$ cat config.mk
export PLATFORM = sky130hd
export DESIGN_NAME = stbs_front
export DESIGN_NICKNAME = d
export VERILOG_FILES = /design/src/stbs_pkg.sv /design/src/stbs_front.sv
export SDC_FILE = /design/constraint.sdc
export NUM_CORES = 1
export LEC_CHECK = 0
export ABC_AREA = 1
export BUFFER_PORTS_ARGS = -buffer_cell sky130_fd_sc_hd__buf_2
export CORE_ASPECT_RATIO = 0.8
export CORE_MARGIN = 3
export CORE_UTILIZATION = 33
export DETAILED_ROUTE_END_ITERATION = 10
export SYNTH_ARGS = -nofsm -noshare
export SYNTH_HDL_FRONTEND = slang
export SYNTH_SLANG_ARGS = --single-unit
$ cat constraint.sdc
create_clock -name clk -period 3 [get_ports clk]
set_input_delay 0.45 -clock clk [delete_from_list [all_inputs] [get_ports clk]]
set_output_delay 0.45 -clock clk [all_outputs]
set_load 0.05 [all_outputs]
$ cat src/stbs_pkg.sv
`timescale 1ns / 1ps
`default_nettype none

package stbs_pkg;

  localparam int CODE_W  = 21;
  localparam int INDEX_W = 8;
  localparam int MATCH_W = 16;
  localparam int COUNT_W = 9;

  localparam logic [MATCH_W-1:0] NOT_FOUND_INDEX = 16'hFFFF;

  localparam logic CMD_WRITE  = 1'b0;
  localparam logic CMD_LOOKUP = 1'b1;

  typedef struct packed {
    logic               lookup;
    logic [INDEX_W-1:0] index;
    logic [CODE_W-1:0]  code;
  } op_t;

  typedef struct packed {
    logic               found;
    logic [MATCH_W-1:0] index;
  } res_t;

endpackage

`default_nettype wire

$ cat src/stbs_front.sv
`timescale 1ns / 1ps
`default_nettype none

module stbs_front #(
  parameter int TABLE_DEPTH = 256
) (
  input  wire logic                           clk,
  input  wire logic                           rst,
  input  wire logic                           push,
  output logic                                full,
  input  wire logic                           cmd,
  input  wire logic [stbs_pkg::INDEX_W-1:0]   entry_index,
  input  wire logic [stbs_pkg::CODE_W-1:0]    code_value,
  output logic                                op_valid,
  output stbs_pkg::op_t                       op,
  input  wire logic                           op_pop
);

  stbs_pkg::op_t q [2];
  logic          wr_ptr;
  logic          rd_ptr;
  logic [1:0]    cnt;
  logic          in_range;
  logic          enq;

  // writes past the table end are taken and dropped here
  assign in_range = 17'(entry_index) < 17'(TABLE_DEPTH);
  assign full     = cnt == 2'd2;
  assign enq      = push && !full && (cmd == stbs_pkg::CMD_LOOKUP || in_range);
  assign op_valid = cnt != 2'd0;
  assign op       = q[rd_ptr];

  always_ff @(posedge clk) begin
    if (enq) begin
      q[wr_ptr] <= '{lookup: cmd == stbs_pkg::CMD_LOOKUP, index: entry_index,
                     code: code_value};
    end
  end

  always_ff @(posedge clk) begin
    if (rst) begin
      wr_ptr <= 1'b0;
      rd_ptr <= 1'b0;
      cnt    <= 2'd0;
    end else begin
      if (enq) begin
        wr_ptr <= !wr_ptr;
      end
      if (op_pop) begin
        rd_ptr <= !rd_ptr;
      end
      unique case ({enq, op_pop})
        2'b10:   cnt <= cnt + 2'd1;
        2'b01:   cnt <= cnt - 2'd1;
        default: cnt <= cnt;
      endcase
    end
  end

endmodule

`default_nettype wire

# [Yosys cells after proc, flatten, opt, wreduce, memory -nomap -nowiden]
# Memories as Yosys holds them, arrays and structs flattened. A register that Yosys moved wholly into a read port is not among the register bits.
# Cells that the tools add are included.
[totals] ff_bits=4 latch_bits=0 ramBits=60 rom_bits=0 input_bits=34 out_inout_bits=32 elab_cells=20 n_memories=1
[mem_list] memory="q" words=2 width=30 rd=1 rd_clocked_by_memory_dff=1 write_ports=1 line_no="stbs_front.sv:19" text="stbs_pkg::op_t q [2];"
[classes] n_addsub=2 n_mul=0 n_div=0 n_lt_le_gt_ge=0 n_eq_ne=3 shift=0 n_mux=5 n_bitwise=0 n_reduce_logical=6
[ops] operator="$eq A2 B2 Y1 const B" n=2
[ops] operator="$mux W1" n=4
[ops] operator="$pmux W2 S2" n=1
[ops] operator="$reduce_bool A2 Y1" n=2
[ops] operator="$logic_not A1 Y1" n=3
[ops] operator="$add A2 B1 Y2 const B" n=1
[ops] operator="$eq A2 B1 Y1 const B" n=1
[ops] operator="$sub A2 B1 Y2 const B" n=1
[ops] operator="$logic_and A1 B1 Y1" n=1

# [Depth between registers and ports, before layout]
[depth] depth_word=5 depth_mapped=10 ltp_nobuf=10

# [Worst setup path before layout]
# No wires, ideal clock.
[synth_timing] path_type="register -> register" startpoint="register cnt[0]" endpoint="memory q[0][0] in the netlist's numbering, enable pin" setup_time_ns=0.417 arrival_time_ns=1.982 required_time_ns=2.583 setup_slack_ns=0.601 stages_incl_launch_ff=5 path_buffers=0 synth_period_minus_slack_ns=2.399 path_cell_list="dfxtp_1 > nor2_2 > nor2_2 > inv_1 > nor2_1"
[synth_via] elab_chain_len=5
[synth_lines] element="start, declared" line_no="stbs_front.sv:22" text="logic [1:0] cnt;"
[synth_lines] element="start signal, assigned" line_no="stbs_front.sv:53" text="2'b10: cnt <= cnt + 2'd1;"
[synth_lines] element="start signal, assigned" line_no="stbs_front.sv:54" text="2'b01: cnt <= cnt - 2'd1;"
[synth_lines] element="start signal, assigned" line_no="stbs_front.sv:55" text="default: cnt <= cnt;"
[synth_lines] element="$eq A2 B2 Y1" line_no="stbs_front.sv:28" text="assign full = cnt == 2'd2;"
[synth_lines] element="net full" line_no="stbs_front.sv:10" text="output logic full,"
[synth_lines] element="$logic_not A1 Y1" line_no="stbs_front.sv:29" text="assign enq = push && !full && (cmd == stbs_pkg::CMD_LOOKUP || in_range);"
[synth_lines] element="$logic_and A1 B1 Y1" line_no="stbs_front.sv:29"
[synth_lines] element="$mux W1" line_no="stbs_front.sv:34" text="if (enq) begin"
[synth_lines] element="$mux W1 (not written as such)" line_no="stbs_front.sv:35" text="q[wr_ptr] <= '{lookup: cmd == stbs_pkg::CMD_LOOKUP, index: entry_index,"
[synth_lines] element="end, declared" line_no="stbs_front.sv:19"
# The timed path passes the listed nets, and every way through them passes these cells.

==> impl_metrics.csv <==
group,metric,value,unit
grt,grt_pass1_wl,6760,um
worst_setup_path,cp.arrival,1.88,ns
place,gp_congestion,0.663,
drt,routed_wl,4140,um
drt,route.detailed.drc,0,
place,io_buffers,65,
sta,drv_slew,0,
synthesis,synth-seq-area-share,75.3,%
place,preCtsSetupSlack,0.976,ns
drt,vias,1292,
sta,worst_slack,0.675,ns
clock_tree,cts_inserted_buffers,9,
grt,grtUsageTotal,10.3,%
sta,final.setup.tns,0,ns
floorplanning,io_pins,66,
run_status,status,"finished clean",
sta,final.min_clock_period,2.33,ns
synthesis,ys_warn_count,0,
synthesis,synthesis.nets,164,
worst_setup_path,critPathMaxStageDelay,0.71,ns
sta,setup_viol,0,
worst_setup_path,crit_chain,"buf_4 -> mux2_4 -> buf_2",
power_and_ir_drop,power_density,733,mW/mm^2
job,cap_violations,0,
drt,drtIter0Drc,30,
cells_and_area,multi_input_area,568,sq um
floorplanning,die_width,104,um
floorplanning,start_util,35.3,%
synthesis,yosysUniqueCellTypes,13,
cells_and_area,fin_nets,241,
clock_tree,clk_path_buf_depth,2,
floorplanning,dieArea,0.00875,sq mm
clock_tree,ctsHtreeMaxLevel,3,
cells_and_area,most-common-layout-cells,"buf_2 (65), edfxtp_1 (60), mux2_4 (30)",
grt,grt_pass1_vias,1359,
drt,routedWlPerCell,13.3,um
clock_tree,cts_tree,"yes",
drt,first_pass_iters,4,
floorplanning,rows,27,
cells_and_area,layout_commonest_cell,"buf_2",
worst_setup_path,required,2.55,ns
worst_setup_path,path_buf_inv,2,
clock_tree,cts_sinks,65,
clock_tree,cts_setup_buffers,0,
sta,finalCritPeriodShare,77.5,%
place,hpwl,2950,um
min_path,hp-class,"in -> reg",
clock_tree,clk_latency,0.33,ns
worst_setup_path,path_class,"reg -> out",
sta,slew_headroom,60.0,%
cells_and_area,ff_latch_area,0.00190,sq mm
synthesis,synthesis.area,0.00253,sq mm
synthesis,synthTopCellsByArea,"edfxtp_1 (71%), mux2_4 (18%), dfxtp_1 (4.0%)",
cells_and_area,drive_above_1_share,56.4,%
worst_setup_path,start_kind,"flip-flop",
clock_tree,ctsResizeCount,0,
synthesis,synthesis.instances,129,
clock_tree,hold_buffers,0,
floorplanning,coreArea,0.00716,sq mm
power_and_ir_drop,p_leak,1.31,nW
clock_tree,clkTransAtPathRegs,0.07,ns
sta,tightestPinTransition,0.599,ns
power_and_ir_drop,ir_drop,0.527,mV
worst_setup_path,crit_path_max_fanout,18,
worst_setup_path,cp-end-kind,"output pin",
cells_and_area,antennaDiodeCount,0,
sta,skew,0.00629,ns
synthesis,ys_ff_latch,65,
drt,viasPerCell,4.14,
cells_and_area,nFillCells,675,
sta,fmax,430,MHz
grt,grt_max_degree,25,
cells_and_area,syn2layout_area_growth,26.7,%
floorplanning,die_height,84.3,um
clock_tree,cts-root-buf,"clkbuf_8",
power_and_ir_drop,fin_total_pwr,2.35,mW
grt,grt_remaining_overflow,0,
grt,antenna_found_initial,0,
sta,timing.final.hold_violations,0,
worst_setup_path,worst_path_max_delay_cell,"dfxtp_2",
drt,ant_nets,0,
sta,rsz0062_at_grt,"false",
synthesis,synth_top_cell_by_area,"edfxtp_1",
worst_setup_path,path_delay_family,"flip-flops",
synthesis,synth_top_area_share,71.3,%
synthesis,syn_avg_cell_area,19.6,sq um
## cell usage after synthesis
master,n
nand4_1,1
nor2_2,2
dfxtp_1,5
inv_1,8
nor2_1,9
o21ai_0,1
edfxtp_1,60
xnor2_1,1
nand2_1,7
mux2_4,30
ha_1,1
a21oi_1,1
buf_6,3
## metrics by stage
stage | hold slack, ns | area [sq um] | cells | util (%)
floorplan | 0.476 | 2530 | 129 | -
global placement | 0.497 | 2980 | 296 | 41.6
detailed placement | 0.504 | 2980 | 296 | 41.6
CTS | 0.277 | 3200 | 312 | 44.7
global route | 0.275 | 3200 | 312 | 44.7
finish | 0.303 | 3200 | 312 | 44.7
## sequential cells by signal (all words and copies together), names as in the netlist, named ones only
name,cells
q,60
cnt,2
rd_ptr,1
wr_ptr,1
## where the power goes
group          switching, mW  internal (mW)
Combinational          0.306          0.150
Sequential            0.0328           1.07
Clock                  0.321          0.467
Total                  0.660           1.69
## worst paths after layout
path	startpoint	to	slack, ns	cells past startpoint
worst max-delay path	flip-flop	op[2]	0.67	3
worst min register to register	cnt[1]$_SDFFE_PP0P_	cnt[1]$_SDFFE_PP0P_	0.51	2
worst max register to register	cnt[1]$_SDFFE_PP0P_	q[0][4]$_DFFE_PP_	1.25	6
worst min-delay path	rst	rd_ptr$_SDFFE_PP0P_	0.30	2
## cell families (layout without fill, tap and decap cells)
| group | after synthesis | count (layout) | synth area share, % |
|---|---|---|---|
| buffers and inverters | 11 | 93 | 2.53 |
| xor gates and xnor gates | 1 | 1 | 0.347 |
| adders and majority gates | 1 | 1 | 0.495 |
| and+or+nand+nor | 19 | 19 | 3.12 |
| muxes | 30 | 30 | 17.8 |
| AOI/OAI and AO/OA | 2 | 2 | 0.396 |
| DFF | 65 | 65 | 75.3 |
## per-layer routing
metal  part of all wire, %  GRT usage (%)  routed length (um)  vias up
met4                   1.0           4.71                  42        0
met2                    45           15.4                1850       54
met3                   9.7           5.76                 401        7
li1                      -              -                   -      630
met5                     0              0                   0        -
met1                    45           12.2                1850      601
## final cells by class
cell class / instances / share of cell area (%)
Clock inverter: 7 / 2.97
Timing Repair Buffer: 69 / 11.1
Tap cell: 101 / 3.95
Inverter: 8 / 0.938
Multi-Input combinational cell: 53 / 17.7
Sequential cell: 65 / 59.4
Clock buffer: 9 / 3.87
No activity file was read; power rests on OpenSTA's default activity.
