`src/stbs_pkg.sv`:
```
`timescale 1ns / 1ps
`default_nettype none

package stbs_pkg;

  localparam int CODE_W  = 21;
  localparam int INDEX_W = 8;
  localparam int MATCH_W = 16;
  localparam int COUNT_W = 9;

  localparam logic [MATCH_W-1:0] NOT_FOUND_INDEX = 16'hFFFF;

  localparam logic CMD_WRITE  = 1'b0;
  localparam logic CMD_LOOKUP = 1'b1;

  typedef struct packed {
    logic               lookup;
    logic [INDEX_W-1:0] index;
    logic [CODE_W-1:0]  code;
  } op_t;

  typedef struct packed {
    logic               found;
    logic [MATCH_W-1:0] index;
  } res_t;

endpackage

`default_nettype wire

```
`src/stbs_rq.sv`:
```
`timescale 1ns / 1ps
`default_nettype none

module stbs_rq (
  input  wire logic                          clk,
  input  wire logic                          rst,
  input  wire logic                          res_push,
  input  wire stbs_pkg::res_t                res,
  output logic                               res_full,
  output logic                               empty,
  input  wire logic                          pop,
  output logic                               found,
  output logic [stbs_pkg::MATCH_W-1:0]       match_index
);

  stbs_pkg::res_t q [2];
  logic           wr_ptr;
  logic           rd_ptr;
  logic [1:0]     cnt;
  logic           enq;
  logic           deq;

  assign res_full    = cnt == 2'd2;
  assign empty       = cnt == 2'd0;
  assign enq         = res_push && !res_full;
  assign deq         = pop && !empty;
  assign found       = q[rd_ptr].found;
  assign match_index = q[rd_ptr].index;

  always_ff @(posedge clk) begin
    if (enq) begin
      q[wr_ptr] <= res;
    end
  end

  always_ff @(posedge clk) begin
    if (rst) begin
      wr_ptr <= 1'b0;
      rd_ptr <= 1'b0;
      cnt    <= 2'd0;
    end else begin
      if (enq) begin
        wr_ptr <= !wr_ptr;
      end
      if (deq) begin
        rd_ptr <= !rd_ptr;
      end
      unique case ({enq, deq})
        2'b10:   cnt <= cnt + 2'd1;
        2'b01:   cnt <= cnt - 2'd1;
        default: cnt <= cnt;
      endcase
    end
  end

endmodule

`default_nettype wire

```
`config.mk`:
```
export PLATFORM = sky130hd
export DESIGN_NAME = stbs_rq
export DESIGN_NICKNAME = d
export VERILOG_FILES = /design/src/stbs_pkg.sv /design/src/stbs_rq.sv
export SDC_FILE = /design/constraint.sdc
export NUM_CORES = 1
export LEC_CHECK = 0
export BUFFER_PORTS_ARGS = -buffer_cell sky130_fd_sc_hd__buf_4
export CAP_MARGIN = 20
export CORE_MARGIN = 5
export CORE_UTILIZATION = 50
export CTS_BUF_LIST = sky130_fd_sc_hd__clkbuf_16
export CTS_CLUSTER_DIAMETER = 200
export CTS_CLUSTER_SIZE = 20
export DETAILED_ROUTE_END_ITERATION = 8
export HOLD_SLACK_MARGIN = 0.03
export PLACE_DENSITY = 0.83
export SLEW_MARGIN = 20
export SYNTH_ARGS = -nofsm -noshare
export SYNTH_HDL_FRONTEND = slang
export SYNTH_SLANG_ARGS = --single-unit
```
`constraint.sdc`:
```
create_clock -name clk -period 2 [get_ports clk]
set_clock_uncertainty 0.05 [all_clocks]
set_input_delay 0.4 -clock clk [delete_from_list [all_inputs] [get_ports clk]]
set_output_delay 0.4 -clock clk [all_outputs]
set_load 0.01 [all_outputs]
```
After elaboration in Yosys (flattened, before gate mapping)
Memory sizes are Yosys's and may differ from the RTL's. A register that Yosys moved wholly into a read port is not among the register bits.
Index checks and enable logic that the tools add are counted.
{ "word_totals": {"ramBits": 34, "wordCells": 22, "register_bits": 4, "latchBits": 0, "rom_bits": 0, "memories": 1} }
{ "mem_list": {"columns": ["memory", "words", "word_bits", "read_ports", "rd_ports_with_merged_regs", "wr", "line", "source"], "rows": [
  ["q", 2, 17, 1, 1, 1, "stbs_rq.sv:16", "stbs_pkg::res_t q [2];"]
]} }
{ "classes": {"shifts": 0, "multipliers": 0, "reduce_logical": 8, "n_eq_ne": 3, "n_bitwise": 0, "div": 0, "n_mux": 5, "n_addsub": 2, "n_lt_le_gt_ge": 0} }
{ "ops": {"columns": ["op", "n"], "rows": [
  ["equality test 2 bit, second input constant", 2],
  ["zero test 1 bit", 4],
  ["2-to-1 mux 1 bit", 4],
  ["one-hot mux 2 bit (2 select lines)", 1],
  ["adder 2 x 1 -> 2 bit, second input constant", 1],
  ["equality test 2 x 1 -> 1 bit, second input constant", 1],
  ["logical AND 1 bit", 2],
  ["zero test 2 bit", 1],
  ["nonzero test 2 bit", 1],
  ["subtractor 2 x 1 -> 2 bit, second input constant", 1]
]} }

Depth between registers and ports, before layout
Gate-level depths: netlist of run 1.
{ "logic_depth": {"depth_word": 5, "mapped_depth": 6, "depth_no_buf": 6} }

Worst setup path after synthesis of run 1
No wires, ideal clock.
{ "synth_timing": {"path_type": "register to register", "startpoint": "register cnt[0]", "endpoint": "memory q[0][0] (netlist name), enable pin", "stages_incl_launch_ff": 5, "setup_ns": 0.369, "arrival_time_ns": 1.271, "n_path_buf": 0, "synth_period_minus_slack_ns": 1.690, "path_slack_ns": 0.310, "required_ns": 1.581, "cell_sequence": "dfxtp_1 -> nand2b_2 -> inv_2 -> or3_1 -> inv_1"} }
{ "synth_via": {"elab_chain_len": 5} }
{ "synth_lines": {"columns": ["item", "line", "source"], "rows": [
  ["from (decl)", "stbs_rq.sv:19", "logic [1:0] cnt;"],
  ["from (signal assigned)", "stbs_rq.sv:49", "2'b10: cnt <= cnt + 2'd1;"],
  ["from (signal assigned)", "stbs_rq.sv:50", "2'b01: cnt <= cnt - 2'd1;"],
  ["from (signal assigned)", "stbs_rq.sv:51", "default: cnt <= cnt;"],
  ["equality test 2 bit", "stbs_rq.sv:23", "assign res_full = cnt == 2'd2;"],
  ["net res_full", "stbs_rq.sv:9", "output logic res_full,"],
  ["zero test 1 bit", "stbs_rq.sv:25", "assign enq = res_push && !res_full;"],
  ["logical AND 1 bit", "stbs_rq.sv:25", null],
  ["2-to-1 mux 1 bit", "stbs_rq.sv:31", "if (enq) begin"],
  ["2-to-1 mux 1 bit (not written as such)", "stbs_rq.sv:32", "q[wr_ptr] <= res;"],
  ["to (decl)", "stbs_rq.sv:16", null]
]} }
The timed path passes the listed nets, and every way through them passes these cells.

==> flow_metrics.py, run 1 <==
metrics = {
    "status": {
        "status": "finished, final reports clean",
    },
    "cells_and_area": {
        "nNetsFinal": 148,
        "fin_area_um2": 1960,
        "drive_above_1_share": 0.465,
        "antennaDiodeCount": 0,
        "final_util": 0.712,
        "area_growth_pct": 35.8,
    },
    "global_route": {
        "overflow": 0,
        "antenna_found_initial": 0,
        "met2_usage": 0.229,
        "grtUsageTotal": 0.141,
        "gr-usage-met3": 0.0806,
        "grt_pass1_wl_mm": 4.12,
        "grt_max_degree": 14,
        "grtUsageMet1": 0.138,
        "grt_pass1_vias": 858,
        "grt_busiest_layer": "met2",
    },
    "logic_synthesis": {
        "yosysTopAreaCell": "edfxtp_1",
        "synthCells": 79,
        "netlist.area_leader.share": 0.706,
        "ys_seq_area_frac": 0.775,
        "ys_types": 18,
        "synth.most_common_cell": "edfxtp_1",
        "synth_nets": 101,
        "syn-cell-area_um2": 1450,
        "postSynthAreaPerCell_um2": 18.3,
        "synth_area_leaders": "edfxtp_1 71%, mux2_2 7.8%, dfxtp_1 6.9%, mux2_1 5.4%, xnor2_1 1.2%",
        "synth_flop_cell": "edfxtp_1",
        "synth_seq_cells": 39,
        "ys_warn_count": 0,
        "synth_edf_count": 34,
        "synthArstFlopShare": 0,
        "ys_top_cells_by_count": "34 x edfxtp_1, 10 x mux2_2, 7 x mux2_1",
    },
    "placed_design": {
        "placed_area_um2": 1830,
        "gp_congestion": 0.722,
        "dp_hpwl_mm": 1.82,
        "pre_cts_ws_ns": 0.319,
        "portBuffers": 39,
    },
    "clock_tree": {
        "insertion_delay_ns": 0.27,
        "ctsLongestPathBuffers": 2,
        "numCtsBuffers": 5,
        "tritoncts": "yes",
        "path_clk_slew_ns": 0.05,
        "cts_setup_buffers": 0,
        "cts_resized": 0,
        "holdBufCountCts": 0,
        "htreeDepth": 2,
        "clock-root-buffer": "clkbuf_16",
        "numClockSinks": 39,
    },
    "setup_path": {
        "r2r-start": "cnt[0]",
        "critPathKind": "reg -> out",
        "cp.arrival_ns": 1.41,
        "crit_path_start_kind": "register",
        "crit_fanout": 13,
        "cp-end-kind": "output pin",
        "cp_data_required_time_ns": 1.55,
    },
    "job": {
        "drv_cap": 0,
    },
    "die": {
        "die_w_um": 63.8,
        "io_pins": 40,
        "die_area_um2": 4070,
        "initial_core_util": 0.525,
        "die_y_um": 63.8,
        "rows": 19,
        "core_area_um2": 2760,
    },
    "pwr": {
        "peakVddDrop_uv": 1040,
        "power.leakage_nw": 0.771,
        "powerDensity_nw_per_um2": 1320,
        "finalPower_mw": 2.59,
    },
    "detailed_routing": {
        "detail_route.drc_violations": 0,
        "first_pass_iters": 3,
        "viasPerCell": 5.13,
        "wl_per_cell_um": 16.1,
        "drt_iter0_drc": 24,
        "antenna_left": 0,
        "dr_total_vias": 810,
        "drt-total-wl_mm": 2.54,
    },
    "sta": {
        "hold_viol": 0,
        "fin_setup_tns_ns": 0,
        "rsz0062_at_grt": "no",
        "slew_headroom": 0.815,
        "maxSlewViolCount": 0,
        "worst_pin_slew_ns": 0.277,
        "setup_viol": 0,
        "fin_ws_ns": 0.143,
        "fin_crit_ns": 1.86,
        "period_share": 0.929,
        "fmax_mhz": 538,
    },
    "hold_path": {
        "min_from": "res[10]",
        "hp-class": "in -> reg",
    },
}
==> per-stage QoR <==
stage	instances	hold WS, ns
2_1_floorplan	79	0.402
3_3_place_gp	150	0.425
3_5_place_dp	150	0.424
4_1_cts	158	0.249
5_1_grt	158	0.244
6_report	158	0.257
==> state kept, by name (all words and copies together) (netlist names), named ones only <==
register and count:
cnt 2, q 34, rd_ptr 1, wr_ptr 1
==> routing by layer <==
| layer | up-vias | share of wire |
|---|---|---|
| li1 | 391 | - |
| met1 | 387 | 0.36 |
| met2 | 28 | 0.53 |
| met3 | 4 | 0.090 |
| met4 | 0 | 0.019 |
| met5 | - | 0 |
==> critical path: stages, from the launching register on <==
cell and delay (ns):
dfxtp_1 0.46, buf_12 0.18, mux2_2 0.34, buf_4 0.14
==> final timing paths <==
path	endpoint	slack, ns	depth (start not counted)
worst max-delay path	match_index[11]	0.14	3
worst min-delay path	q[1][10]	0.26	1
worst max register to register	q[0][4]	0.30	5
worst min register to register	wr_ptr	0.44	2
==> cell type report <==
type / instances / area (µm²)
Tap cell: 31 / 38.8
Clock inverter: 3 / 11.3
Inverter: 3 / 11.3
Timing Repair Buffer: 42 / 353
Fill cell: 186 / 793
Sequential cell: 39 / 1120
Multi-Input combinational cell: 35 / 304
Clock buffer: 5 / 125
==> power breakdown <==
part	internal, mW	leakage [nW]	switching (mW)	total [mW]
clock network	0.447	0.0701	0.273	0.720
registers	1.04	0.359	0.0701	1.11
logic	0.432	0.342	0.335	0.767
total	1.92	0.771	0.678	2.59
==> placed cells by master (no fill, tap or decap), types with 3 or more instances in the layout <==
cell type	instances
buf_4	39
edfxtp_1	34
mux2_2	10
mux2_1	7
dfxtp_1	5
clkbuf_16	5
nor2_1	4
inv_1	3
buf_12	3
==> cells by family after synthesis <==
family | synth area share
buffers and inverters | 0.0147
AO/OA/AOI/OAI | 0.0190
multiplexers | 0.132
adder cells (fa/ha/maj) | 0.00865
XOR/XNOR | 0.0182
AND/OR/NAND/NOR | 0.0320
flip-flops | 0.775
(Power assumes the default switching activity.)
==> run 2: changes to the inputs <==
--- a/config.mk
+++ b/config.mk
@@ -15,6 +15,7 @@
 export DETAILED_ROUTE_END_ITERATION = 8
 export HOLD_SLACK_MARGIN = 0.03
 export PLACE_DENSITY = 0.83
+export REMOVE_ABC_BUFFERS = 1
 export SLEW_MARGIN = 20
 export SYNTH_ARGS = -nofsm -noshare
 export SYNTH_HDL_FRONTEND = slang
==> run 2 against run 1 <==
Compared with the run above:
- cell area decreased by 0.76%
- first-iteration DRC count stayed put
- hold slack barely moved
- power down 0.53%
- cell count grew 1.9%
- count of clock-buffer cells in the layout stayed put
- largest cell class unchanged
==> flow_metrics.py, run 2 (synthesis results as in run 1) <==
metrics = {
    "die": {
        "rows": 19,
        "core_area_um2": 2760,
        "die_w_um": 63.8,
        "die_y_um": 63.8,
        "die_area_um2": 4070,
        "initial_core_util": 0.525,
        "io_pins": 40,
    },
    "sta": {
        "setup_viol": 0,
        "worst_pin_slew_ns": 0.194,
        "fin_ws_ns": 0.266,
        "fin_setup_tns_ns": 0,
        "rsz0062_at_grt": "no",
        "slew_headroom": 0.870,
        "fmax_mhz": 577,
        "fin_crit_ns": 1.73,
        "period_share": 0.867,
        "maxSlewViolCount": 0,
        "hold_viol": 0,
    },
    "detailed_routing": {
        "viasPerCell": 5.19,
        "drt_iter0_drc": 24,
        "antenna_left": 0,
        "drt-total-wl_mm": 2.64,
        "detail_route.drc_violations": 0,
        "dr_total_vias": 835,
        "wl_per_cell_um": 16.4,
        "first_pass_iters": 4,
    },
    "setup_path": {
        "reg2reg_slack_ns": 0.36,
        "critPathMostFrequentCell": "buf_4",
        "path_cells": "buf_4, mux2_2, buf_4",
        "cp-end-kind": "output pin",
        "reg2reg_depth": 5,
        "crit_path_start_kind": "register",
        "slowest_stage": "mux2_2",
        "r2r-start": "cnt[0]",
        "crit_path_end": "found",
        "critPathMaxStageDelay_ns": 0.35,
        "critPathKind": "reg -> out",
        "cp_data_required_time_ns": 1.55,
        "cp.arrival_ns": 1.28,
        "timing.rr.end": "q[0][0]",
        "crit_fanout": 10,
    },
    "global_route": {
        "grt_pass1_wl_mm": 4.48,
        "grt_pass1_vias": 924,
        "antenna_found_initial": 0,
        "grt_max_degree": 12,
        "grtUsageTotal": 0.148,
        "overflow": 0,
    },
    "placed_design": {
        "dp_hpwl_mm": 1.96,
        "dp.cells": 153,
        "portBuffers": 39,
        "pre_cts_ws_ns": 0.388,
        "placed_area_um2": 1810,
        "gp_congestion": 0.709,
    },
    "pwr": {
        "peakVddDrop_uv": 910,
        "powerDensity_nw_per_um2": 1320,
        "finalPower_mw": 2.58,
        "power.leakage_nw": 0.776,
    },
    "cells_and_area": {
        "fill_cells": 178,
        "register_area_um2": 1120,
        "regMostFlops": "q",
        "area_growth_pct": 34.8,
        "layout_common_cells": "45 x buf_4, 34 x edfxtp_1, 10 x mux2_2",
        "multiInputGateArea_um2": 304,
        "instances_no_fill": 161,
        "antennaDiodeCount": 0,
        "final_common_cell": "buf_4",
        "drive_above_1_share": 0.477,
        "reg.largest.list": "q x34, cnt x2",
        "fin_area_um2": 1950,
        "nNetsFinal": 151,
        "largest_reg_flops": 34,
    },
    "clock_tree": {
        "htreeDepth": 2,
        "holdBufCountCts": 0,
        "insertion_delay_ns": 0.27,
        "path_clk_slew_ns": 0.05,
        "clock-root-buffer": "clkbuf_16",
        "cts_resized": 0,
        "ctsLongestPathBuffers": 2,
        "cts_setup_buffers": 0,
        "tritoncts": "yes",
        "numClockSinks": 39,
        "numCtsBuffers": 5,
    },
    "job": {
        "drv_cap": 0,
    },
    "status": {
        "status": "finished, final reports clean",
    },
    "hold_path": {
        "hp-class": "in -> reg",
    },
}
==> run 2: cell count changes in the layout (fill, tap and decap cells not counted) <==
cell / previous run / this run
buf_12: 3 / 0
buf_4: 39 / 45
==> run 2: worst min path at each step <==
stage	start	endpoint	slack, ns	cells past startpoint
2_1_floorplan	wr_ptr	wr_ptr	0.40	2
3_3_place_gp	wr_ptr	wr_ptr	0.42	2
3_5_place_dp	wr_ptr	wr_ptr	0.44	2
4_1_cts	res[8]	q[0][8]	0.25	1
5_1_grt	res[10]	q[1][10]	0.25	1
6_report	res[10]	q[0][10]	0.26	1
==> run 2: power breakdown <==
group	total, mW	internal (mW)	switching [mW]
Combinational	0.774	0.414	0.361
Sequential	1.09	1.04	0.0545
Clock	0.715	0.447	0.267
Total	2.58	1.90	0.683
==> run 2: per-layer routing <==
| metal | vias to the layer above | wire length, µm | GRT usage |
|---|---|---|---|
| met3 | 6 | 236 | 0.0753 |
| met1 | 400 | 993 | 0.152 |
| li1 | 397 | - | - |
| met5 | - | 0 | 0 |
| met2 | 32 | 1350 | 0.242 |
| met4 | 0 | 63 | 0.0857 |
==> run 2: metrics by stage <==
step,hold slack (ns),utilization
after detailed placement,0.438,0.657
after floorplan,0.402,-
final,0.257,0.707
after global routing,0.247,0.707
after global placement,0.417,0.657
after CTS,0.250,0.707
==> run 2: critical path, delay by kind of cell, from the launching register on <==
family | cells | cell delay, ns
DFF | 1 | 0.32
muxes | 1 | 0.35
buffers and inverters | 2 | 0.33
==> run 2: layout make-up <==
cell class	instances	area share
clock buffer	5	0.0642
clock inverter	3	0.00578
inverter	3	0.00578
multi-input combinational	35	0.156
sequential	39	0.575
tap	31	0.0199
timing repair buffer	45	0.173
==> run 3: changes to the inputs <==
--- a/config.mk
+++ b/config.mk
@@ -7,14 +7,13 @@
 export LEC_CHECK = 0
 export BUFFER_PORTS_ARGS = -buffer_cell sky130_fd_sc_hd__buf_4
 export CAP_MARGIN = 20
-export CORE_MARGIN = 5
-export CORE_UTILIZATION = 50
-export CTS_BUF_LIST = sky130_fd_sc_hd__clkbuf_16
+export CORE_UTILIZATION = 53
+export CTS_BUF_LIST = sky130_fd_sc_hd__clkbuf_8
 export CTS_CLUSTER_DIAMETER = 200
 export CTS_CLUSTER_SIZE = 20
 export DETAILED_ROUTE_END_ITERATION = 8
 export HOLD_SLACK_MARGIN = 0.03
-export PLACE_DENSITY = 0.83
+export PLACE_DENSITY = 0.87
 export REMOVE_ABC_BUFFERS = 1
 export SLEW_MARGIN = 20
 export SYNTH_ARGS = -nofsm -noshare
==> run 3 against run 2 <==
Compared with the run above:
- via count down 2.2%
- cell count down 1.9%
- critical endpoint unchanged
- cell area down 3.5%
- global-route usage up 4.5 points
- clock power down 31%
- largest cell class unchanged
- register-to-register slack about the same
- sequential share of layout area up 2.1 points
- maximum frequency down 5.7%
- count of clock-buffer cells in the layout unchanged
- critical path type unchanged
- non-clock buffer count down 2
==> flow_metrics.py, run 3 (synthesis results as in run 1) <==
metrics = {
    "status": {
        "status": "finished, final reports clean",
    },
    "setup_path": {
        "cp_num_buf_inv": 2,
        "cp.depth": 3,
        "slowest_stage": "dfxtp_2",
        "r2r-start": "cnt[0]",
        "crit_fanout": 7,
        "cp.arrival_ns": 1.39,
        "crit_path_start_kind": "register",
        "critPathKind": "reg -> out",
        "path_cells": "buf_4, mux2_2, buf_4",
        "cp-end-kind": "output pin",
        "cp_data_required_time_ns": 1.55,
        "timing.rr.end": "q[0][9]",
        "critPathMostFrequentCell": "buf_4",
        "path_delay_family": "flip-flops",
        "critPathMaxStageDelay_ns": 0.42,
        "reg2reg_slack_ns": 0.35,
        "reg2reg_depth": 5,
        "crit_path_end": "found",
    },
    "pwr": {
        "peakVddDrop_uv": 1040,
        "pwr-share-comb": 0.315,
        "p_seq_frac": 0.475,
        "switching_share": 0.284,
        "power.leakage_nw": 0.744,
        "p_sw_mw": 0.665,
        "intPower_mw": 1.68,
        "p_clk_frac": 0.211,
        "powerDensity_nw_per_um2": 1250,
    },
    "clock_tree": {
        "insertion_delay_ns": 0.29,
        "holdBufCountCts": 0,
        "numClockSinks": 39,
        "numCtsBuffers": 5,
        "htreeDepth": 2,
        "tritoncts": "yes",
        "path_clk_slew_ns": 0.07,
        "clock-root-buffer": "clkbuf_8",
        "ctsLongestPathBuffers": 2,
    },
    "global_route": {
        "met2_usage": 0.315,
        "grtUsageTotal": 0.194,
        "overflow": 0,
        "grt_pass1_vias": 770,
        "grt_max_degree": 18,
        "grt_busiest_layer": "met2",
        "grt_pass1_wl_mm": 3.61,
        "gr-usage-met3": 0.108,
        "grtUsageMet1": 0.207,
        "antenna_found_initial": 0,
    },
    "job": {
        "drv_cap": 0,
    },
    "sta": {
        "fmax_mhz": 544,
        "fin_ws_ns": 0.161,
        "maxSlewViolCount": 0,
        "hold_viol": 0,
        "slew_headroom": 0.843,
        "worst_pin_slew_ns": 0.235,
        "setup_viol": 0,
        "rsz0062_at_grt": "no",
        "fin_setup_tns_ns": 0,
        "period_share": 0.920,
        "fin_crit_ns": 1.84,
    },
    "placed_design": {
        "gp_congestion": 0.647,
        "dp_hpwl_mm": 1.84,
        "placed_area_um2": 1800,
        "pre_cts_ws_ns": 0.347,
        "dp.cells": 150,
        "portBuffers": 39,
    },
    "die": {
        "initial_core_util": 0.573,
        "io_pins": 40,
        "die_area_um2": 2940,
        "core_area_um2": 2520,
        "die_y_um": 54.2,
        "rows": 18,
        "die_w_um": 54.2,
    },
    "cells_and_area": {
        "regMostFlops": "q",
        "layout_common_cells": "43 x buf_4, 34 x edfxtp_1, 10 x mux2_2",
        "final_common_cell": "buf_4",
        "drive_above_1_share": 0.500,
        "antennaDiodeCount": 0,
        "reg.largest.list": "q x34, cnt x2",
        "instances_no_fill": 158,
        "final_util": 0.746,
        "largest_reg_flops": 34,
        "area_growth_pct": 30.1,
        "fin_area_um2": 1880,
        "nNetsFinal": 149,
    },
    "hold_path": {
        "hp-class": "in -> reg",
        "whs_path_depth": 1,
    },
    "detailed_routing": {
        "first_pass_iters": 4,
        "antenna_left": 0,
        "drt-total-wl_mm": 2.50,
        "drt_iter0_drc": 15,
        "viasPerCell": 5.17,
        "dr_total_vias": 817,
        "wl_per_cell_um": 15.8,
        "detail_route.drc_violations": 0,
    },
}
[run 3: how the worst min path moves through the flow]
stage / from / end
final: res[8] / q[1][8]
after global routing: res[8] / q[1][8]
after CTS: res[8] / q[1][8]
after detailed placement: wr_ptr / wr_ptr
after global placement: wr_ptr / wr_ptr
after floorplan: wr_ptr / wr_ptr
[run 3: metal layers]
metal,wire [µm],vias up
li1,-,390
met1,928,395
met2,1370,26
met5,0,-
met3,147,6
met4,51,0
[run 3: worst reg2reg max path: stages (launching register included)]
cell      delay, ns
dfxtp_1        0.42
nand2b_2       0.18
inv_2          0.04
or3_1          0.33
inv_1          0.06
buf_4          0.25
[run 3: area by class of cell]
cell class	instances	area [µm²]
Clock inverter	3	15.0
Timing Repair Buffer	43	323
Inverter	3	11.3
Tap cell	30	37.5
Clock buffer	5	68.8
Sequential cell	39	1120
Multi-Input combinational cell	35	304
Fill cell	165	641
[run 3: power groups by stage]
| stage | sequential [mW] | combinational, mW | clock (mW) |
|---|---|---|---|
| 3_3_place_gp | 1.12 | 0.712 | 0 |
| 3_5_place_dp | 1.13 | 0.744 | 0 |
| 6_report | 1.11 | 0.737 | 0.494 |
| 5_1_grt | 1.13 | 0.800 | 0.540 |
| 2_1_floorplan | 1.13 | 0.381 | 0 |
| 4_1_cts | 1.11 | 0.747 | 0.509 |
[run 3: what timing repair did]
| action | 4_1_cts | 5_1_grt |
|---|---|---|
| gates resized for setup | 0 | 1 |
| setup endpoints to repair | 0 | 12 |
| buffers inserted | 0 | 0 |
[run 3: stage by stage]
step	total power [mW]	hold slack, ns
2_1_floorplan	1.51	0.402
3_3_place_gp	1.83	0.413
3_5_place_dp	1.87	0.457
4_1_cts	2.37	0.234
5_1_grt	2.47	0.223
6_report	2.34	0.244
